==> src/rtl/wdb_pkg.sv <==
// ----------------------------------------------------------------------------
// Watchdog bank package
// Shared types and constants for the multi-channel watchdog bank.
// ----------------------------------------------------------------------------
`default_nettype none

package wdb_pkg;

  // Default sizes of the bank.
  localparam int DEF_CHANNELS   = 8;
  localparam int DEF_TICK_BITS  = 32;
  localparam int DEF_COUNT_BITS = 16;

  // Fixed widths of the command and result words.
  localparam int FUNC_W = 3;
  localparam int CHAN_W = 3;
  localparam int TMO_W  = 31;
  localparam int EXP_W  = 16;
  localparam int MASK_W = 8;

  // Command codes.
  typedef enum logic [FUNC_W-1:0] {
    FN_TICK   = 3'd0,
    FN_INIT   = 3'd1,
    FN_START  = 3'd2,
    FN_FEED   = 3'd3,
    FN_STOP   = 3'd4,
    FN_DELETE = 3'd5,
    FN_READ   = 3'd6
  } func_t;

  // Result status codes.
  localparam logic ST_OK      = 1'b0;
  localparam logic ST_INVALID = 1'b1;

  // Per-field write enables of the channel memory.
  typedef struct packed {
    logic timeout;
    logic feed;
    logic count;
  } mem_we_t;

endpackage

`default_nettype wire

==> src/rtl/wdb_chan_mem.sv <==
// ----------------------------------------------------------------------------
// Watchdog channel memory
// Timeout, last feed tick and expiry count of every channel, one shared port.
// ----------------------------------------------------------------------------
`default_nettype none

module wdb_chan_mem
  import wdb_pkg::*;
#(
  parameter int CHANNELS   = DEF_CHANNELS,
  parameter int TICK_BITS  = DEF_TICK_BITS,
  parameter int COUNT_BITS = DEF_COUNT_BITS,
  parameter int IDX_W      = (CHANNELS > 1) ? $clog2(CHANNELS) : 1
) (
  input  wire logic                  clk,
  input  wire logic [IDX_W-1:0]      addr,
  input  wire mem_we_t               we,
  input  wire logic [TICK_BITS-1:0]  wd_timeout,
  input  wire logic [TICK_BITS-1:0]  wd_feed,
  input  wire logic [COUNT_BITS-1:0] wd_count,
  output logic      [TICK_BITS-1:0]  rd_timeout,
  output logic      [TICK_BITS-1:0]  rd_feed,
  output logic      [COUNT_BITS-1:0] rd_count
);

  logic [TICK_BITS-1:0]  timeout_mem [CHANNELS];
  logic [TICK_BITS-1:0]  feed_mem    [CHANNELS];
  logic [COUNT_BITS-1:0] count_mem   [CHANNELS];

  // Entries are only used after an init has written them, so no reset.
  always_ff @(posedge clk) begin
    if (we.timeout) begin
      timeout_mem[addr] <= wd_timeout;
    end
    if (we.feed) begin
      feed_mem[addr] <= wd_feed;
    end
    if (we.count) begin
      count_mem[addr] <= wd_count;
    end
    rd_timeout <= timeout_mem[addr];
    rd_feed    <= feed_mem[addr];
    rd_count   <= count_mem[addr];
  end

endmodule

`default_nettype wire

==> src/rtl/wdb_alu.sv <==
// ----------------------------------------------------------------------------
// Watchdog tick adder
// Shared add/subtract unit for clock advance, deadline and expiry compare.
// ----------------------------------------------------------------------------
`default_nettype none

module wdb_alu
  import wdb_pkg::*;
#(
  parameter int TICK_BITS = DEF_TICK_BITS
) (
  input  wire logic [TICK_BITS-1:0] op_a,
  input  wire logic [TICK_BITS-1:0] op_b,
  input  wire logic                 sub,
  output logic      [TICK_BITS-1:0] result
);

  always_comb begin
    if (sub) begin
      result = op_a - op_b;
    end else begin
      result = op_a + op_b;
    end
  end

endmodule

`default_nettype wire

==> src/rtl/multi_channel_watchdog_bank_core.sv <==
// ----------------------------------------------------------------------------
// Multi-channel watchdog bank
// A bank of watchdog channels sharing a tick counter that each tick command advances.
// ----------------------------------------------------------------------------
// A command word is taken when start is high and busy is low. Channel
// commands (init, start, feed, stop, delete, read count) keep busy high
// through a memory read state and an execute state, which registers the
// result word. A tick command first advances the clock and then scans
// every channel in turn (memory read, deadline add, wrap-safe compare and
// write-back); busy stays high until the last channel is compared, and
// the result word is registered from that last compare. This sequencing
// is set by the single port of the channel memory and by the one adder
// that serves the clock advance, the deadline sum and the compare. Each
// result word is shown for exactly one cycle with out_strobe high; the
// receiver cannot stall it, and a new command may be accepted in the same
// cycle the result is shown. A status of one reports an unknown command,
// a channel that is not valid or out of range, or a start with a zero
// timeout. After reset all channels are invalid and the clock is zero; no
// clearing pass is needed.
// ----------------------------------------------------------------------------
`default_nettype none

module multi_channel_watchdog_bank_core
  import wdb_pkg::*;
#(
  parameter int CHANNELS   = DEF_CHANNELS,
  parameter int TICK_BITS  = DEF_TICK_BITS,
  parameter int COUNT_BITS = DEF_COUNT_BITS
) (
  input  wire logic              clk,
  input  wire logic              rst_n,
  input  wire logic              start,
  output logic                   busy,
  input  wire logic [FUNC_W-1:0] in_func,
  input  wire logic [CHAN_W-1:0] in_channel,
  input  wire logic [TMO_W-1:0]  in_timeout,
  output logic                   out_strobe,
  output logic                   out_status,
  output logic      [EXP_W-1:0]  out_expiry_count,
  output logic      [MASK_W-1:0] out_expired_mask
);

  localparam int IDX_W = (CHANNELS > 1) ? $clog2(CHANNELS) : 1;

  typedef enum logic [2:0] {
    S_IDLE,
    S_RD,
    S_EXEC,
    S_TICK,
    S_SCAN_RD,
    S_SCAN_ADD,
    S_SCAN_CMP
  } state_t;

  // Sequencer and bank state.
  state_t                state_r, state_nxt;
  logic [CHANNELS-1:0]   valid_r, valid_nxt;
  logic [CHANNELS-1:0]   active_r, active_nxt;
  logic [TICK_BITS-1:0]  tick_now_r, tick_now_nxt;
  logic [IDX_W-1:0]      idx_r, idx_nxt;
  logic [TICK_BITS-1:0]  dl_r, dl_nxt;
  logic [MASK_W-1:0]     mask_r, mask_nxt;

  // Latched command word.
  logic [FUNC_W-1:0]     func_r, func_nxt;
  logic [IDX_W-1:0]      ch_idx_r, ch_idx_nxt;
  logic                  inrange_r, inrange_nxt;
  logic [TICK_BITS-1:0]  tmo_r, tmo_nxt;

  // Registered result word.
  logic                  strobe_r, strobe_nxt;
  logic                  status_r, status_nxt;
  logic [EXP_W-1:0]      count_r, count_nxt;
  logic [MASK_W-1:0]     omask_r, omask_nxt;

  // Channel memory port.
  logic [IDX_W-1:0]      mem_addr;
  mem_we_t               mem_we;
  logic [TICK_BITS-1:0]  wd_feed;
  logic [COUNT_BITS-1:0] wd_count;
  logic [TICK_BITS-1:0]  rd_timeout;
  logic [TICK_BITS-1:0]  rd_feed;
  logic [COUNT_BITS-1:0] rd_count;

  // Shared adder.
  logic [TICK_BITS-1:0]  alu_a, alu_b, alu_y;
  logic                  alu_sub;

  logic                  accept;
  logic                  chan_ok;
  logic                  scan_hit;

  assign accept = start && (state_r == S_IDLE);
  assign busy   = (state_r != S_IDLE);

  // The scan states walk the channel index; everything else addresses the
  // channel named by the command.
  assign mem_addr = (state_r == S_SCAN_RD || state_r == S_SCAN_ADD ||
                     state_r == S_SCAN_CMP) ? idx_r : ch_idx_r;

  assign chan_ok = inrange_r && valid_r[ch_idx_r];

  // A channel expires when it is armed and (now - deadline) has its top bit
  // clear, which is the wrap-safe form of "now has reached the deadline".
  assign scan_hit = valid_r[idx_r] && active_r[idx_r] && (rd_timeout != '0) &&
                    !alu_y[TICK_BITS-1];

  wdb_chan_mem #(
    .CHANNELS   (CHANNELS),
    .TICK_BITS  (TICK_BITS),
    .COUNT_BITS (COUNT_BITS),
    .IDX_W      (IDX_W)
  ) u_mem (
    .clk        (clk),
    .addr       (mem_addr),
    .we         (mem_we),
    .wd_timeout (tmo_r),
    .wd_feed    (wd_feed),
    .wd_count   (wd_count),
    .rd_timeout (rd_timeout),
    .rd_feed    (rd_feed),
    .rd_count   (rd_count)
  );

  wdb_alu #(
    .TICK_BITS (TICK_BITS)
  ) u_alu (
    .op_a   (alu_a),
    .op_b   (alu_b),
    .sub    (alu_sub),
    .result (alu_y)
  );

  // Adder operand selection: clock advance, deadline sum, deadline compare.
  always_comb begin
    alu_a   = tick_now_r;
    alu_b   = '0;
    alu_sub = 1'b0;
    case (state_r)
      S_TICK: begin
        alu_b = TICK_BITS'(1);
      end
      S_SCAN_ADD: begin
        alu_a = rd_feed;
        alu_b = rd_timeout;
      end
      S_SCAN_CMP: begin
        alu_b   = dl_r;
        alu_sub = 1'b1;
      end
      default: begin
        alu_b = '0;
      end
    endcase
  end

  always_comb begin
    state_nxt    = state_r;
    valid_nxt    = valid_r;
    active_nxt   = active_r;
    tick_now_nxt = tick_now_r;
    idx_nxt      = idx_r;
    dl_nxt       = dl_r;
    mask_nxt     = mask_r;
    func_nxt     = func_r;
    ch_idx_nxt   = ch_idx_r;
    inrange_nxt  = inrange_r;
    tmo_nxt      = tmo_r;
    strobe_nxt   = 1'b0;
    status_nxt   = status_r;
    count_nxt    = count_r;
    omask_nxt    = omask_r;
    mem_we       = '0;
    wd_feed      = tick_now_r;
    wd_count     = '0;

    case (state_r)
      S_IDLE: begin
        if (accept) begin
          func_nxt    = in_func;
          ch_idx_nxt  = IDX_W'(in_channel);
          inrange_nxt = (32'(in_channel) < CHANNELS);
          tmo_nxt     = TICK_BITS'(in_timeout);
          if (in_func == FN_TICK) begin
            state_nxt = S_TICK;
          end else begin
            state_nxt = S_RD;
          end
        end
      end

      // The read of the addressed channel is in flight.
      S_RD: begin
        state_nxt = S_EXEC;
      end

      S_EXEC: begin
        state_nxt  = S_IDLE;
        strobe_nxt = 1'b1;
        status_nxt = ST_OK;
        count_nxt  = '0;
        omask_nxt  = '0;
        case (func_r)
          FN_INIT: begin
            if (inrange_r) begin
              mem_we                = '{timeout: 1'b1, feed: 1'b1, count: 1'b1};
              valid_nxt[ch_idx_r]   = 1'b1;
              active_nxt[ch_idx_r]  = 1'b0;
            end else begin
              status_nxt = ST_INVALID;
            end
          end
          FN_START: begin
            if (chan_ok && rd_timeout != '0) begin
              mem_we.feed          = 1'b1;
              active_nxt[ch_idx_r] = 1'b1;
            end else begin
              status_nxt = ST_INVALID;
            end
          end
          FN_FEED: begin
            if (chan_ok) begin
              mem_we.feed = 1'b1;
            end else begin
              status_nxt = ST_INVALID;
            end
          end
          FN_STOP: begin
            if (chan_ok) begin
              active_nxt[ch_idx_r] = 1'b0;
            end else begin
              status_nxt = ST_INVALID;
            end
          end
          FN_DELETE: begin
            if (chan_ok) begin
              active_nxt[ch_idx_r] = 1'b0;
              valid_nxt[ch_idx_r]  = 1'b0;
            end else begin
              status_nxt = ST_INVALID;
            end
          end
          FN_READ: begin
            if (chan_ok) begin
              count_nxt = EXP_W'(rd_count);
            end else begin
              status_nxt = ST_INVALID;
            end
          end
          default: begin
            status_nxt = ST_INVALID;
          end
        endcase
      end

      // Advance the clock, then scan from channel zero.
      S_TICK: begin
        tick_now_nxt = alu_y;
        idx_nxt      = '0;
        mask_nxt     = '0;
        state_nxt    = S_SCAN_RD;
      end

      S_SCAN_RD: begin
        state_nxt = S_SCAN_ADD;
      end

      S_SCAN_ADD: begin
        dl_nxt    = alu_y;
        state_nxt = S_SCAN_CMP;
      end

      S_SCAN_CMP: begin
        if (scan_hit) begin
          mem_we.feed  = 1'b1;
          mem_we.count = 1'b1;
          // The expiry count saturates; the feed tick is rearmed regardless.
          if (rd_count != '1) begin
            wd_count = rd_count + COUNT_BITS'(1);
          end else begin
            wd_count = rd_count;
          end
          if (32'(idx_r) < MASK_W) begin
            mask_nxt[3'(idx_r)] = 1'b1;
          end
        end
        if (idx_r == IDX_W'(CHANNELS - 1)) begin
          state_nxt  = S_IDLE;
          strobe_nxt = 1'b1;
          status_nxt = ST_OK;
          count_nxt  = '0;
          omask_nxt  = mask_nxt;
        end else begin
          idx_nxt   = idx_r + IDX_W'(1);
          state_nxt = S_SCAN_RD;
        end
      end

      default: begin
        state_nxt = S_IDLE;
      end
    endcase
  end

  always_ff @(posedge clk) begin
    if (!rst_n) begin
      state_r    <= S_IDLE;
      valid_r    <= '0;
      active_r   <= '0;
      tick_now_r <= '0;
      idx_r      <= '0;
      strobe_r   <= 1'b0;
    end else begin
      state_r    <= state_nxt;
      valid_r    <= valid_nxt;
      active_r   <= active_nxt;
      tick_now_r <= tick_now_nxt;
      idx_r      <= idx_nxt;
      strobe_r   <= strobe_nxt;
    end
    dl_r      <= dl_nxt;
    mask_r    <= mask_nxt;
    func_r    <= func_nxt;
    ch_idx_r  <= ch_idx_nxt;
    inrange_r <= inrange_nxt;
    tmo_r     <= tmo_nxt;
    status_r  <= status_nxt;
    count_r   <= count_nxt;
    omask_r   <= omask_nxt;
  end

  assign out_strobe       = strobe_r;
  assign out_status       = status_r;
  assign out_expiry_count = count_r;
  assign out_expired_mask = omask_r;

endmodule

`default_nettype wire

==> config.mk <==
export PLATFORM = sky130hd
export DESIGN_NAME = multi_channel_watchdog_bank_core
export DESIGN_NICKNAME = d
export VERILOG_FILES = /design/src/rtl/wdb_pkg.sv /design/src/rtl/wdb_chan_mem.sv /design/src/rtl/wdb_alu.sv /design/src/rtl/multi_channel_watchdog_bank_core.sv
export SDC_FILE = /design/constraint.sdc
export NUM_CORES = 1
export LEC_CHECK = 0
export ABC_AREA = 0
export ABC_CLOCK_PERIOD_IN_PS = 8300
export BUFFER_PORTS_ARGS = -buffer_cell sky130_fd_sc_hd__clkbuf_2
export CAP_MARGIN = 20
export CORE_ASPECT_RATIO = 0.9
export CORE_MARGIN = 2
export CORE_UTILIZATION = 55
export DETAILED_ROUTE_END_ITERATION = 6
export PLACE_DENSITY = 0.71
export SLEW_MARGIN = 10
export SYNTH_ARGS = -nofsm -noshare
export SYNTH_HDL_FRONTEND = slang
export SYNTH_HIERARCHICAL = 1
export SYNTH_SLANG_ARGS = --single-unit
==> constraint.sdc <==
create_clock -name clk -period 8.3 [get_ports clk]
set_input_delay 1.66 -clock clk [delete_from_list [all_inputs] [get_ports clk]]
set_output_delay 1.66 -clock clk [all_outputs]
set_load 0.01 [all_outputs]
==> metrics.cfg, run 1 <==
[critical_path]
ff2ff_path_depth=24
end_kind=flop
critPathArrivalTime_ns=7.27
worstPathCellList=nand3b_1, inv_2, a22o_1, or4_4, nor4_1, nand2_1, nor3_1, a31oi_1, xnor2_1, ha_1, a21oi_1, o21ai_0, a21oi_1, o21ai_0, a21oi_1, o21a_1, nor3_1, a211oi_1, and3_1, nand3_1, o21ai_1, nand2_1, nor2_4, buf_4
cp_slowest_cell=or4_4
path_max_fanout=34
path_buf_inv=2
crit_path_frequent_cell=a21oi_1
required_ns=8.57
worst-path-stages=24
crit_family=simple AND/OR/NAND/NOR gates
max_stage_delay_ns=0.58
path_class=flop to flop
cp-start-kind=flop

[pwr]
leakagePower_nw=13.3
p_int_mw=7.47
finalPower_mw=9.61
power.clock.fraction_pct=41.1
p_per_area_nw_per_um2=240
p_sw_share_pct=22.3
power_frac_seq_pct=51.4
power.switching_mw=2.14
vdd_drop_max_mv=0.200
power_frac_comb_pct=7.6

[grt]
track_usage_pct=22.4
grt_max_degree=97
grt_pass1_vias=18200
antenna_found_initial=8
grt_pass1_wl_um=112000
grt_overflow=0

[placed_design]
place_congestion=0.912
placedCellCount=2884
dpl_cell_area_sq_um=37100
io_buffers=66
dpl.hpwl_um=45600

[synth]
synth_flop_cell=edfxtp_1
synth_top_area_share_pct=62.3
ys_ff_latch=877
synthTopCellsByArea=edfxtp_1 (62%), mux4_1 (9.6%), dfxtp_1 (7.6%)
ys_types=76
yosys_warnings=6
synth_edf_count=742
yosysSeqAreaShare_pct=69.9
avgSynthCellArea_sq_um=17.7
async_reset_ff_share_pct=0
synth_top_area_cell=edfxtp_1
synthesis.instances=2018
syn_area_sq_um=35700

[outcome]
status=completed

[clocking]
numCtsBuffers=85
cts.repair.resized=0
clock_latency_ns=0.65
cts-root-buf=clkbuf_16
cts_setup_buffers=0
tritoncts=yes
clk_pin_slew_ns=0.07
clock_path_buffers=3
clock_sinks=877
ctsHoldBuffers=0
h-tree-depth=3

[finish]
drive_gt1_share_pct=17.5
syn_to_final_growth_pct=11.8
layout.cells.non_filler=3047
final_area_sq_um=40000
final_cell_mix=edfxtp_1 (742), dfxtp_1 (135), mux4_1 (130)
fillCellCount=4469
layout_commonest_cell=edfxtp_1
nNetsFinal=2193

[routing]
vias=18400
dr.pass1.iters=5
via_per_inst=6.04
drc=0
routed_wl_um=74400
ant_nets=0
wl_per_cell_um=24.4
dr.first_iter.drc_count=1707

[sta]
tightest_slew_ns=1.09
fin_setup_tns_ns=0
slew_violations=0
slew_headroom_pct=27.2
setup_viol=0
fin_crit_ns=7.00
finalClockSkew_ns=0.0228
fmax_ghz=0.143
holdWs_ns=0.500
hold_viol_final=0
post-route-period-util_pct=84.3
grt_setup_unrepaired=false

[floorplanning]
fp.coreArea_sq_um=64200
design.die.area_sq_um=67000
io-pin-count=67
die_x_um=273
die_h_um=246
rows=88
start_util_pct=55.7

[min_path]
hp-class=flop to flop
holdPathStages=2

[run]
cap_violations=0

[synth_stat cells (3+ instances only)]
cell      number
a32o_1         4
edfxtp_1     742
a21boi_0      12
nor3_1        32
nor4_1        12
a21boi_1      30
nand3_1       19
nor2b_1       14
nand4_1       16
a22o_1        32
mux2_1        28
ha_1          35
inv_1         27
o21a_1        11
mux4_2        32
buf_2         28
nand2b_1      11
nand2_1      123
and3_1         5
mux2i_1       10
and2_1        24
or3_1         11
nand3b_1       3
mux2_2        87
dfxtp_1      135
mux4_1       130
a21oi_1       66
clkbuf_1      50
o21bai_1       7
o32ai_1        3
buf_6         18
or4_1          3
o41ai_1        5
a31oi_1        7
o21ai_1       11
o21ai_0       24
xnor2_1       42
nor2_1        95
xor2_1        26
[worst reg2reg max path, delay by kind of cell (launching register included)]
| family | cells | cell delay, ns |
|---|---|---|
| AO/OA/AOI/OAI | 10 | 2.20 |
| XOR/XNOR | 1 | 0.16 |
| adder cells (fa/ha/maj) | 1 | 0.38 |
| buffers and inverters | 2 | 0.77 |
| flip-flops | 1 | 0.57 |
| AND/OR/NAND/NOR | 10 | 2.55 |
[registers in the layout, indices dropped and copies added (netlist names), 31 cells and up, named ones only]
name and count:
dl_r 32, tick_now_r 32, tmo_r 31, u_mem/count_mem 128
u_mem/feed_mem 256, u_mem/rd_feed 32, u_mem/rd_timeout 32, u_mem/timeout_mem 256
[power groups by stage]
stage	Sequential [mW]	Clock, mW	Combinational (mW)
floorplan	4.98	0	0.527
global placement	5.02	0	0.724
detailed placement	5.03	0	0.718
CTS	4.93	4.02	0.723
global route	4.94	4.20	0.784
finish	4.94	3.95	0.726
[cell families (layout without fill, tap and decap cells)]
logic type | count (synthesis) | count (layout) | share of synthesized area, %
flip-flops | 877 | 877 | 69.9
other | 1 | 11 | 0.0105
AND/OR/NAND/NOR | 385 | 385 | 5.26
buffers and inverters | 126 | 290 | 1.80
AO/OA/AOI/OAI | 236 | 236 | 4.50
multiplexers | 288 | 288 | 15.5
XOR/XNOR | 69 | 69 | 1.71
adder cells (fa/ha/maj) | 36 | 36 | 1.28
[final timing paths]
kind                                  from                     to  slack (ns)
worst max-delay path            state_r[0]  u_mem/feed_mem[6][12]        1.30
worst min-delay path                  flop                   flop        0.50
worst max register to register  state_r[0]  u_mem/feed_mem[6][12]        1.30
worst min register to register        flop                   flop        0.50
[per-layer routing]
metal / track usage (%) / routed length (um) / vias up
li1: - / - / 8262
met1: 34.7 / 35100 / 9375
met2: 32.8 / 33100 / 652
met3: 3.99 / 4660 / 111
met4: 5.77 / 1520 / 0
met5: 0 / 0 / -
[cell type report]
| cell class | instances | area [sq um] | share of cell area (%) |
|---|---|---|---|
| Sequential cell | 877 | 25000 | 62.5 |
| Multi-Input combinational cell | 1022 | 10300 | 25.8 |
| Clock buffer | 105 | 2270 | 5.69 |
| Tap cell | 855 | 1070 | 2.68 |
| Clock inverter | 54 | 613 | 1.53 |
| Timing Repair Buffer | 103 | 608 | 1.52 |
| Inverter | 28 | 105 | 0.263 |
| Antenna cell | 3 | 7.51 | 0.0188 |
[through the flow]
stage          worst slack (ns)  util [%]
5_1_grt                   0.717      62.3
2_1_floorplan              1.45         -
3_5_place_dp               1.35      57.7
3_3_place_gp               1.54      57.7
4_1_cts                    1.30      62.2
6_report                   1.30      62.3
(Power assumes the default switching activity.)
==> inputs of run 2 (changes only) <==
Settings changed: ABC_CLOCK_PERIOD_IN_PS 8300 to 5700, PLACE_DENSITY 0.71 to 0.74.
Clock period 8.3 ns to 5.7 ns, I/O delays scaled along.
==> metrics.cfg, run 2 (synthesis gave the netlist of run 1 again) <==
[floorplanning]
die_x_um=273
die_h_um=246
io-pin-count=67
start_util_pct=55.7
design.die.area_sq_um=67000
rows=88
fp.coreArea_sq_um=64200

[clocking]
clock_latency_ns=0.65
h-tree-depth=3
cts-root-buf=clkbuf_16
numCtsBuffers=85
clk_pin_slew_ns=0.06
clock_sinks=877
tritoncts=yes
clock_path_buffers=3

[sta]
tightest_slew_ns=1.02
post-route-period-util_pct=96.4
setup_viol=0
slew_headroom_pct=31.8
hold_viol_final=0
fmax_ghz=0.182
fin_crit_ns=5.50
finalClockSkew_ns=0.0368
grt_setup_unrepaired=false
fin_ws_ns=0.203
slew_violations=0

[finish]
largestRegisters=u_mem/feed_mem: 256 flops, u_mem/timeout_mem: 256 flops, u_mem/count_mem: 128 flops
drive_gt1_share_pct=20.9
fillCellCount=4272
final_area_sq_um=40900
syn_to_final_growth_pct=14.4
nNetsFinal=2248
utilization_pct=63.7
multi_input_area_sq_um=10500
final_cell_mix=edfxtp_1 (742), dfxtp_1 (134), mux4_1 (130)
regArea_sq_um=25000
layout_commonest_cell=edfxtp_1

[grt]
grt_max_degree=97
grt_overflow=0
antenna_found_initial=0
grt_pass1_wl_um=114000
grt_pass1_vias=18700
track_usage_pct=22.7

[pwr]
power.clock.fraction_pct=40.7
finalPower_mw=14.1
p_int_mw=10.9
leakagePower_nw=13.7
power_frac_comb_pct=8.3
power.switching_mw=3.16
p_sw_share_pct=22.5
vdd_drop_max_mv=0.278
p_per_area_nw_per_um2=344
power_frac_seq_pct=51.0

[critical_path]
path_class=flop to flop
cp-start-kind=flop
end_kind=flop
critPathArrivalTime_ns=5.83
required_ns=6.03
path_max_fanout=16

[routing]
wl_per_cell_um=24.5
drc=0
dr.pass1.iters=5
routed_wl_um=75900
ant_nets=0
vias=18700
via_per_inst=6.03
dr.first_iter.drc_count=1757

[placed_design]
dpl.hpwl_um=46600
io_buffers=66
dpl_cell_area_sq_um=37700
place_congestion=0.918
post-place-ws_ns=-0.0222

[min_path]
hp-class=flop to flop

[run]
cap_violations=0

[outcome]
status=completed

[run 2: metrics by stage]
step | setup TNS, ns | hold slack, ns | std cells
after floorplan | 0 | 0.452 | 2025
after global placement | 0 | 0.476 | 2933
after detailed placement | -0.596 | 0.504 | 2933
after CTS | 0 | 0.525 | 3092
after global routing | 0 | 0.544 | 3099
final | 0 | 0.530 | 3100
[run 2: what timing repair did]
item | CTS | global route
cloned | 0 | 3
hold endpoints to repair | 0 | 0
setup buffers | 0 | 3
setup endpoints to repair | 125 | 520
resized for setup | 2 | 28
hold buffers | 0 | 0
pin swaps | 0 | 4
[run 2: final timing paths]
check / start / endpoint / slack [ns] / cells past startpoint
setup / recovery: state_r[1] / u_mem/feed_mem[0][11] / 0.20 / 22
hold / removal: flop / flop / 0.53 / 2
setup reg to reg: state_r[1] / u_mem/feed_mem[0][11] / 0.20 / 22
hold reg to reg: flop / flop / 0.53 / 2
[run 2: power groups by stage]
stage / combinational (mW) / sequential, mW / clock (mW)
detailed placement: 1.13 / 7.31 / 0
global placement: 1.13 / 7.30 / 0
CTS: 1.14 / 7.17 / 5.83
global route: 1.24 / 7.18 / 6.08
finish: 1.16 / 7.17 / 5.73
floorplan: 0.785 / 7.25 / 0
[run 2: final cells by class]
type	instances	share of cell area [%]
sequential	877	61.1
multi-input combinational	1022	25.7
clock buffer	105	5.49
timing repair buffer	158	3.16
tap	855	2.62
clock inverter	54	1.64
inverter	28	0.263
antenna	1	0.00612
[run 2: layer usage]
layer	global-route usage, %	vias to the layer above	routed length (um)
met5	0	-	0
met4	5.83	0	1520
li1	-	8387	-
met3	4.42	95	4780
met2	35.2	627	35400
met1	33.4	9583	34300
[run 2: critical path, stage by stage, from the launching register on]
cell,delay (ns)
dfxtp_4,0.39
and3b_4,0.27
a22o_1,0.29
or4_4,0.58
nor4_4,0.18
nand2_1,0.12
nor3_2,0.21
a21oi_1,0.12
xnor2_1,0.16
ha_1,0.35
nand3_2,0.11
or3_4,0.40
o21ai_4,0.20
a21oi_2,0.11
nor3_1,0.21
nor3_1,0.10
a211oi_1,0.20
and3_1,0.24
nand3_4,0.14
o21ai_4,0.14
nand2_4,0.13
nor2_4,0.27
buf_12,0.22
==> inputs of run 3 (changes only) <==
Settings changed: RECOVER_POWER from default to 25.
==> metrics.cfg, run 3 (synthesis gave the netlist of run 1 again) <==
[run]
cap_violations=0

[sta]
finalClockSkew_ns=0.0377
slew_headroom_pct=31.9
slew_violations=0
tightest_slew_ns=1.02
grt_setup_unrepaired=false
fmax_ghz=0.182
hold_viol_final=0
holdWs_ns=0.529
setup_viol=0
post-route-period-util_pct=96.2
fin_ws_ns=0.219
fin_crit_ns=5.48

[pwr]
p_per_area_nw_per_um2=344
power.switching_mw=3.16
p_sw_share_pct=22.5
power.clock.fraction_pct=40.7
leakagePower_nw=13.7
power_frac_comb_pct=8.3
p_int_mw=10.9
power_frac_seq_pct=51.0
vdd_drop_max_mv=0.278

[placed_design]
io_buffers=66
post-place-ws_ns=-0.0222
dpl.hpwl_um=46600
placedCellCount=2933
place_congestion=0.918

[grt]
grt_max_degree=97
grt_pass1_wl_um=114000
track_usage_pct=22.7
antenna_found_initial=0
grt_pass1_vias=18700
grt_overflow=0

[routing]
vias=18700
wl_per_cell_um=24.5
drc=0
dr.pass1.iters=6
routed_wl_um=75900
ant_nets=0
via_per_inst=6.04
dr.first_iter.drc_count=1716

[critical_path]
regToRegSetupSlack_ns=0.22
worstPathCellList=and3b_4, a22o_1, or4_4, nor4_4, nand2_1, nor3_2, a21oi_1, xnor2_1, ha_1, nand3_2, or3_4, o21ai_4, a21oi_2, nor3_1, nor3_1, a211oi_1, and3_1, nand3_4, o21ai_4, nand2_4, nor2_4, buf_12
path_max_fanout=16
ff2ff_path_depth=22
path_buf_inv=1
required_ns=6.03
end_kind=flop
critPathArrivalTime_ns=5.81
r2r-end=u_mem/feed_mem[0][11]
reg2reg_from=state_r[1]
path_class=flop to flop
setup.worst_path.end=u_mem/feed_mem[0][11]
critPathLaunch=state_r[1]
max_stage_delay_ns=0.58
cp_slowest_cell=or4_4
crit_family=simple AND/OR/NAND/NOR gates
cp-start-kind=flop
worst-path-stages=22

[floorplanning]
die_x_um=273
fp.coreArea_sq_um=64200
rows=88
io-pin-count=67
die_h_um=246
start_util_pct=55.7
design.die.area_sq_um=67000

[finish]
drive_gt1_share_pct=20.5
largestRegisters=u_mem/feed_mem: 256 flops, u_mem/timeout_mem: 256 flops, u_mem/count_mem: 128 flops
nNetsFinal=2248
layout.cells.non_filler=3100
utilization_pct=63.7
final_cell_mix=edfxtp_1 (742), dfxtp_1 (134), mux4_1 (130)
layout_commonest_cell=edfxtp_1
syn_to_final_growth_pct=14.3

[min_path]
holdPathStages=2
hp-class=flop to flop

[clocking]
numCtsBuffers=85
clk_pin_slew_ns=0.06
ctsHoldBuffers=0
tritoncts=yes
cts-root-buf=clkbuf_16
clock_latency_ns=0.65
clock_sinks=877
clock_path_buffers=3
h-tree-depth=3

[outcome]
status=completed

==> run 3: cell count changes in the layout (fill, tap and decap cells not counted) <==
| cell | previous run | this run |
|---|---|---|
| clkbuf_2 | 66 | 56 |
| clkbuf_1 | 17 | 27 |
==> run 3: per-layer routing <==
| layer | part of all wire, % | routed length, um | up-vias | GRT usage, % |
|---|---|---|---|---|
| met5 | 0 | 0 | - | 0 |
| met3 | 6.6 | 4990 | 92 | 4.42 |
| met1 | 45 | 34000 | 9573 | 33.4 |
| met2 | 47 | 35500 | 665 | 35.2 |
| met4 | 1.9 | 1460 | 0 | 5.83 |
| li1 | - | - | 8392 | - |
==> run 3: final cells by class <==
type,instances,area [sq um]
multi-input combinational,1022,10500
tap,855,1070
clock buffer,105,2240
antenna,1,2.50
sequential,877,25000
timing repair buffer,158,1280
fill,4277,23300
clock inverter,54,669
inverter,28,108
==> run 3: what timing repair did <==
item	CTS	global route
buffers inserted	0	3
resized for setup	2	28
pin swaps	0	4
gates cloned	0	3
setup endpoints to repair	125	520
==> run 3: worst reg2reg max path, cell delays in order (launching register included) <==
cell and delay [ns]:
dfxtp_4 0.39, and3b_4 0.27, a22o_1 0.30, or4_4 0.58, nor4_4 0.18, nand2_1 0.12, nor3_2 0.21, a21oi_1 0.13
xnor2_1 0.16, ha_1 0.35, nand3_2 0.11, or3_4 0.40, o21ai_4 0.20, a21oi_2 0.11, nor3_1 0.21, nor3_1 0.09
a211oi_1 0.20, and3_1 0.24, nand3_4 0.14, o21ai_4 0.14, nand2_4 0.14, nor2_4 0.27, buf_12 0.22
==> run 3: worst min path at each step <==
stage                     startpoint    to  slack (ns)
final                           flop  flop        0.53
after global routing            flop  flop        0.54
after CTS                       flop  flop        0.53
after detailed placement        flop  flop        0.50
after global placement          flop  flop        0.48
after floorplan                 flop  flop        0.45
==> run 3: power by group through the flow <==
stage	logic, mW	registers, mW	clock network, mW
after detailed placement	1.13	7.31	0
after CTS	1.14	7.17	5.83
after global routing	1.24	7.18	6.08
final	1.16	7.17	5.73
after global placement	1.13	7.30	0
after floorplan	0.785	7.25	0
==> run 3: per-stage QoR <==
step,cell area (sq um),total power [mW],setup TNS [ns]
6_report,40900,14.1,0
5_1_grt,40900,14.5,0
4_1_cts,40700,14.1,0
3_5_place_dp,37700,8.43,-0.596
3_3_place_gp,37700,8.43,0
2_1_floorplan,35900,8.04,0
